--- src/rtl/core/csv_column_projector_assert.svh ---
// Assertion macros for the CSV column projector.
// Used by the top level; the macros expect clk and rst in scope.
`ifndef CSV_COLUMN_PROJECTOR_ASSERT_SVH
`define CSV_COLUMN_PROJECTOR_ASSERT_SVH

`ifndef NO_ASSERTIONS
// Same-cycle implication.
`define CSVP_ASSERT_IMPLIES(label, ante, cons) \
  label: assert property (@(posedge clk) disable iff (rst) (ante) |-> (cons)) \
    else $error("csv_column_projector: assertion failed");
// Implication into the next cycle.
`define CSVP_ASSERT_NEXT(label, ante, cons) \
  label: assert property (@(posedge clk) disable iff (rst) (ante) |=> (cons)) \
    else $error("csv_column_projector: assertion failed");
`else
`define CSVP_ASSERT_IMPLIES(label, ante, cons)
`define CSVP_ASSERT_NEXT(label, ante, cons)
`endif

`endif

--- src/rtl/core/csvp_pkg.sv ---
// Shared types and constants of the CSV column projector.
// No dependencies; used by csvp_cfg and the top level.
`default_nettype none

package csvp_pkg;

  localparam int REG_IDX_W   = 2;
  localparam int CFG_DATA_W  = 48;
  localparam int SLOTS       = 8;
  localparam int COLUMN_W    = 6;
  localparam int OUT_TDATA_W = 72;

  localparam logic [7:0] NEWLINE       = 8'd10;
  localparam logic [7:0] SEPARATOR_RST = 8'd44;

  localparam logic [REG_IDX_W-1:0] REG_SEPARATOR    = 2'd0;
  localparam logic [REG_IDX_W-1:0] REG_SELECT_COUNT = 2'd1;
  localparam logic [REG_IDX_W-1:0] REG_SELECTED     = 2'd2;

  localparam logic [1:0] ERR_NONE        = 2'd0;
  localparam logic [1:0] ERR_FEW_COLUMNS = 2'd1;
  localparam logic [1:0] ERR_LINE_LONG   = 2'd2;

  // Decoded configuration as the datapath sees it.
  typedef struct packed {
    logic [7:0]                      separator;
    logic [3:0]                      n_eff;
    logic [SLOTS-1:0][COLUMN_W-1:0]  cols;
    logic [COLUMN_W-1:0]             maxcol;
  } cfg_view_t;

endpackage

`default_nettype wire

--- src/rtl/core/csvp_cfg.sv ---
// Configuration registers of the CSV column projector and their decoded view.
// Depends on csvp_pkg.
`default_nettype none

module csvp_cfg #(
  parameter int MAX_SELECT = 8
) (
  input  wire logic                                clk,
  input  wire logic                                rst,
  input  wire logic                                cfg_we,
  input  wire logic [csvp_pkg::REG_IDX_W-1:0]      cfg_index,
  input  wire logic [csvp_pkg::CFG_DATA_W-1:0]     cfg_data,
  output      csvp_pkg::cfg_view_t                 view
);
  logic [7:0]                        separator;
  logic [3:0]                        select_count;
  logic [csvp_pkg::CFG_DATA_W-1:0]   selected_columns;

  always_ff @(posedge clk) begin
    if (rst) begin
      separator        <= csvp_pkg::SEPARATOR_RST;
      select_count     <= '0;
      selected_columns <= '0;
    end else if (cfg_we) begin
      unique case (cfg_index)
        csvp_pkg::REG_SEPARATOR:    separator        <= cfg_data[7:0];
        csvp_pkg::REG_SELECT_COUNT: select_count     <= cfg_data[3:0];
        csvp_pkg::REG_SELECTED:     selected_columns <= cfg_data;
        default: ;
      endcase
    end
  end

  always_comb begin
    logic [3:0] n;
    logic [csvp_pkg::COLUMN_W-1:0] mx;
    n  = (select_count > 4'(MAX_SELECT)) ? 4'(MAX_SELECT) : select_count;
    mx = '0;
    for (int s = 0; s < csvp_pkg::SLOTS; s++) begin
      if (4'(s) < n && selected_columns[csvp_pkg::COLUMN_W*s +: csvp_pkg::COLUMN_W] > mx) begin
        mx = selected_columns[csvp_pkg::COLUMN_W*s +: csvp_pkg::COLUMN_W];
      end
    end
    view.separator = separator;
    view.n_eff     = n;
    view.cols      = selected_columns;
    view.maxcol    = mx;
  end

endmodule

`default_nettype wire
--- config.mk ---
export PLATFORM = sky130hd
export DESIGN_NAME = csvp_cfg
export DESIGN_NICKNAME = d
export VERILOG_FILES = /design/src/rtl/core/csv_column_projector_assert.svh /design/src/rtl/core/csvp_pkg.sv /design/src/rtl/core/csvp_cfg.sv
export SDC_FILE = /design/constraint.sdc
export NUM_CORES = 1
export LEC_CHECK = 0
export BUFFER_PORTS_ARGS = -buffer_cell sky130_fd_sc_hd__buf_2
export CORE_UTILIZATION = 57
export DETAILED_ROUTE_END_ITERATION = 10
export PLACE_DENSITY = 0.95
export SYNTH_ARGS = -nofsm -noshare
export SYNTH_HDL_FRONTEND = slang
export SYNTH_SLANG_ARGS = --single-unit
--- constraint.sdc ---
create_clock -name clk -period 39.3 [get_ports clk]
set_clock_uncertainty 0.1 [all_clocks]
set_input_delay 5.895 -clock clk [delete_from_list [all_inputs] [get_ports clk]]
set_output_delay 5.895 -clock clk [all_outputs]
set_load 0.02 [all_outputs]
==> summary.md <==
| Metric | Value |
|---|---|
| Hold depth | `2` |
| Cell variety after synth | `65` |
| Initial DRC Count | `around 210` |
| Hpwl dp | `8.09 mm` |
| Dpl ws | `18,680 ps` |
| Core area | `roughly 6900 um2` |
| Placer congestion estimate | `0.892` |
| Congestion Overflow GR | `0` |
| DR WL/cell | `approximately 15 um` |
| Crit path max-delay family | `compound AO/OA/AOI/OAI gates` |
| Vias in the first global route | `between 3,000 and 4,000` |
| Layout cells sized above 1 | `0.259` |
| Worst EP arrival | `15,400 ps` |
| Layout Nets | `between 700 and 800` |
| Initial antenna violation count | `0` |
| Mapped Nets | `approximately 620` |
| DIE WIDTH | `87.3 um` |
| # diodes | `0` |
| Postcts setup bufs | `0` |
| Avg Inst Size Synth | `7.72 um2` |
| Htree depth | `3` |
| PwrDens | `~32 nW/um2` |
| Cts bufs inserted | `9` |
| Number of port buffers | `118` |
| Tmin final | `about 21,000 ps` |
| Status | `completed` |
| CP bufs+invs | `5` |
| Crit end category | `primary output` |
| TritonCTS clock tree | `built` |
| DIE AREA | `~7600 um2` |
| DRC | `0` |
| Comb pwr share | `0.213` |
| Synth async-reset ratio | `0` |
| First-pass DRT Iterations | `5` |
| P_leak | `between 2 and 2.5 nW` |
| Filler cells | `580` |
| Period utilisation layout | `0.544` |
| Crit path largest cell delay | `~800 ps` |
| Share of the yosys chip area belonging to registers | `0.290` |
| Reg clk slew, reported paths | `around 80 ps` |
| P_int | `between 0.0001 and 0.00015 W` |
| Switch share | `0.328` |
| I/O pin count | `between 100 and 150` |
| Relative slew slack | `0.294` |
| Clk pwr share | `0.374` |
| Synthesized area | `about 4100 um2` |
| Startpoint Class | `flip-flop` |
| Worst-Margin Slew | `approximately 1100 ps` |
| RSZ-0062 raised after global routing | `false` |
| Cell mode on critical path | `ha_1` |
| Setup WS post-layout | `between 15,000 and 20,000 ps` |
| Root Driver | `clkbuf_8` |
| Clock Latency Late Sink | `350 ps` |
| Initial Utilization | `0.600` |
| Via density | `5.66` |
| First-pass GRT wire length | `roughly 18 mm` |
| Syn Inst Count | `about 540` |
| Largest net degree at the start of global routing | `61` |
| Post-route ant nets | `0` |
| Cts repair resizes | `0` |
| Final wirelength | `approximately 11 mm` |
| Hold buffer count at CTS | `0` |
| Max_cap viols | `0` |
| Flops & latches, synth | `60` |
| Via count | `between 4,000 and 5,000` |
| Final Hold Viols | `0` |
| CTS Sinks | `60` |
| CP Max Fanout | `14` |
| Worst min-delay path class | `reg2reg` |
| Crit path depth | `55` |
| Switching pwr | `approximately 0.000052 W` |
| GRT Util Overall | `0.301` |
| # setup viols final | `0` |
| EDFF count, synth | `0` |
| Ys Warns | `0` |
| Reg2reg path depth | `2` |
| Critical path class | `reg2out` |
| Setup TNS | `0 ps` |
| Layout area overhead | `19.3%` |
| Maximum root-to-sink buffer count | `2` |
| Die span in y | `87.3 um` |
| Worst ir drop on vdd | `~23 uV` |
| WP data required | `33,310 ps` |
| Part of the power in registers | `0.413` |
| Site Rows | `30` |
| Fmax | `46.7 MHz` |
| Max Slew Vio Count | `0` |
| Ys flop type | `dfxtp_1` |
| Max stage delay cell, worst path | `a311oi_2` |
-- routing by layer --
metal	wire length [um]	part of all wire	global-route usage
met4	301	0.027	0.146
met5	0	0	0
met1	4620	0.42	0.357
met3	710	0.064	0.0626
met2	5480	0.49	0.515
-- per-stage QoR --
stage	hold slack, ps	util	cells	area [um2]	total power [W]
6_report	371	0.716	740	4940	0.000159
4_1_cts	371	0.716	740	4940	0.000159
2_1_floorplan	439	-	537	4150	0.0000902
3_5_place_dp	360	0.686	724	4740	0.0000999
5_1_grt	401	0.716	740	4940	0.000166
3_3_place_gp	358	0.686	724	4740	0.0000985
-- sequential cells by signal (all words and copies together), names as in the netlist --
name / count
selected_columns: 48
separator: 8
select_count: 4
-- cell usage in the layout, fill, tap and decap left out, types with 5 or more instances in the layout --
master,count
nand2_1,117
a2111oi_0,6
a211oi_1,8
and2_1,6
or2_2,6
dfxtp_1,60
clkbuf_8,9
mux2_2,7
mux2i_1,22
a21o_1,6
inv_1,31
nor2_1,30
ha_1,29
nor3_1,7
buf_2,118
nor2b_1,13
o21ai_0,14
xnor2_1,8
a21oi_1,65
o211ai_1,5
-- power by group through the flow --
stage	clock, W	combinational (W)	sequential (W)
2_1_floorplan	0	0.0000218	0.0000684
3_3_place_gp	0	0.0000317	0.0000668
3_5_place_dp	0	0.0000330	0.0000669
4_1_cts	0.0000599	0.0000334	0.0000655
5_1_grt	0.0000626	0.0000371	0.0000659
6_report	0.0000594	0.0000337	0.0000656
-- worst min-delay path, stage by stage, from the launching register on --
cell	delay [ps]
dfxtp_1	320
nand2_1	50
a21oi_1	50
-- cell families after synthesis --
group                      share of synthesized area
and+or+nand+nor                                0.224
muxes                                          0.106
xor gates and xnor gates                      0.0190
adders and majority gates                     0.0923
DFF                                            0.290
buffers and inverters                         0.0616
AOI/OAI and AO/OA                              0.208
-- layout make-up --
| cell class | instances | area, um2 | area share |
|---|---|---|---|
| multi-input combinational | 416 | 2690 | 0.544 |
| sequential | 60 | 1200 | 0.243 |
| timing repair buffer | 120 | 606 | 0.122 |
| clock buffer | 9 | 124 | 0.0251 |
| inverter | 32 | 120 | 0.0243 |
| tap | 96 | 120 | 0.0243 |
| clock inverter | 7 | 82.6 | 0.0167 |
-- synthesized netlist by cell type (2+ instances only) --
library cell | instances | share of area
maj3_1 | 2 | 0.0048
a211oi_1 | 8 | 0.014
a31o_1 | 2 | 0.0042
or2_2 | 6 | 0.0091
mux2_2 | 7 | 0.019
o21ai_0 | 14 | 0.017
mux2i_1 | 22 | 0.053
mux2_1 | 3 | 0.0081
a21oi_1 | 65 | 0.078
nor2_1 | 30 | 0.027
dfxtp_1 | 60 | 0.29
a21o_1 | 6 | 0.011
buf_2 | 3 | 0.0036
nand3b_1 | 2 | 0.0036
or4_1 | 3 | 0.0054
and3_1 | 2 | 0.0030
a211o_1 | 4 | 0.0084
nand3_1 | 4 | 0.0048
ha_1 | 29 | 0.088
nor3_1 | 7 | 0.0084
nand4_1 | 2 | 0.0030
nor2b_1 | 13 | 0.020
mux2i_4 | 2 | 0.011
clkbuf_1 | 21 | 0.019
inv_1 | 31 | 0.028
buf_6 | 3 | 0.0081
a31oi_1 | 3 | 0.0045
nand2_1 | 117 | 0.11
a2111oi_0 | 6 | 0.013
and2_1 | 6 | 0.0091
buf_1 | 2 | 0.0018
o21ai_1 | 3 | 0.0036
o211ai_1 | 5 | 0.0091
mux2_4 | 4 | 0.014
o21a_1 | 2 | 0.0036
o2111ai_1 | 2 | 0.0042
xnor2_1 | 8 | 0.017
-- path summary, 6_finish.rpt --
kind / from / end / slack, ps
setup / recovery: select_count[3]$_SDFFE_PP0P_ / view[1] / 17910
setup reg to reg: selected_columns[39]$_SDFFE_PP0P_ / selected_columns[39]$_SDFFE_PP0P_ / 38330
hold reg to reg: selected_columns[12]$_SDFFE_PP0P_ / selected_columns[12]$_SDFFE_PP0P_ / 370
hold / removal: selected_columns[12]$_SDFFE_PP0P_ / selected_columns[12]$_SDFFE_PP0P_ / 370
No activity file was read; power rests on OpenSTA's default activity.
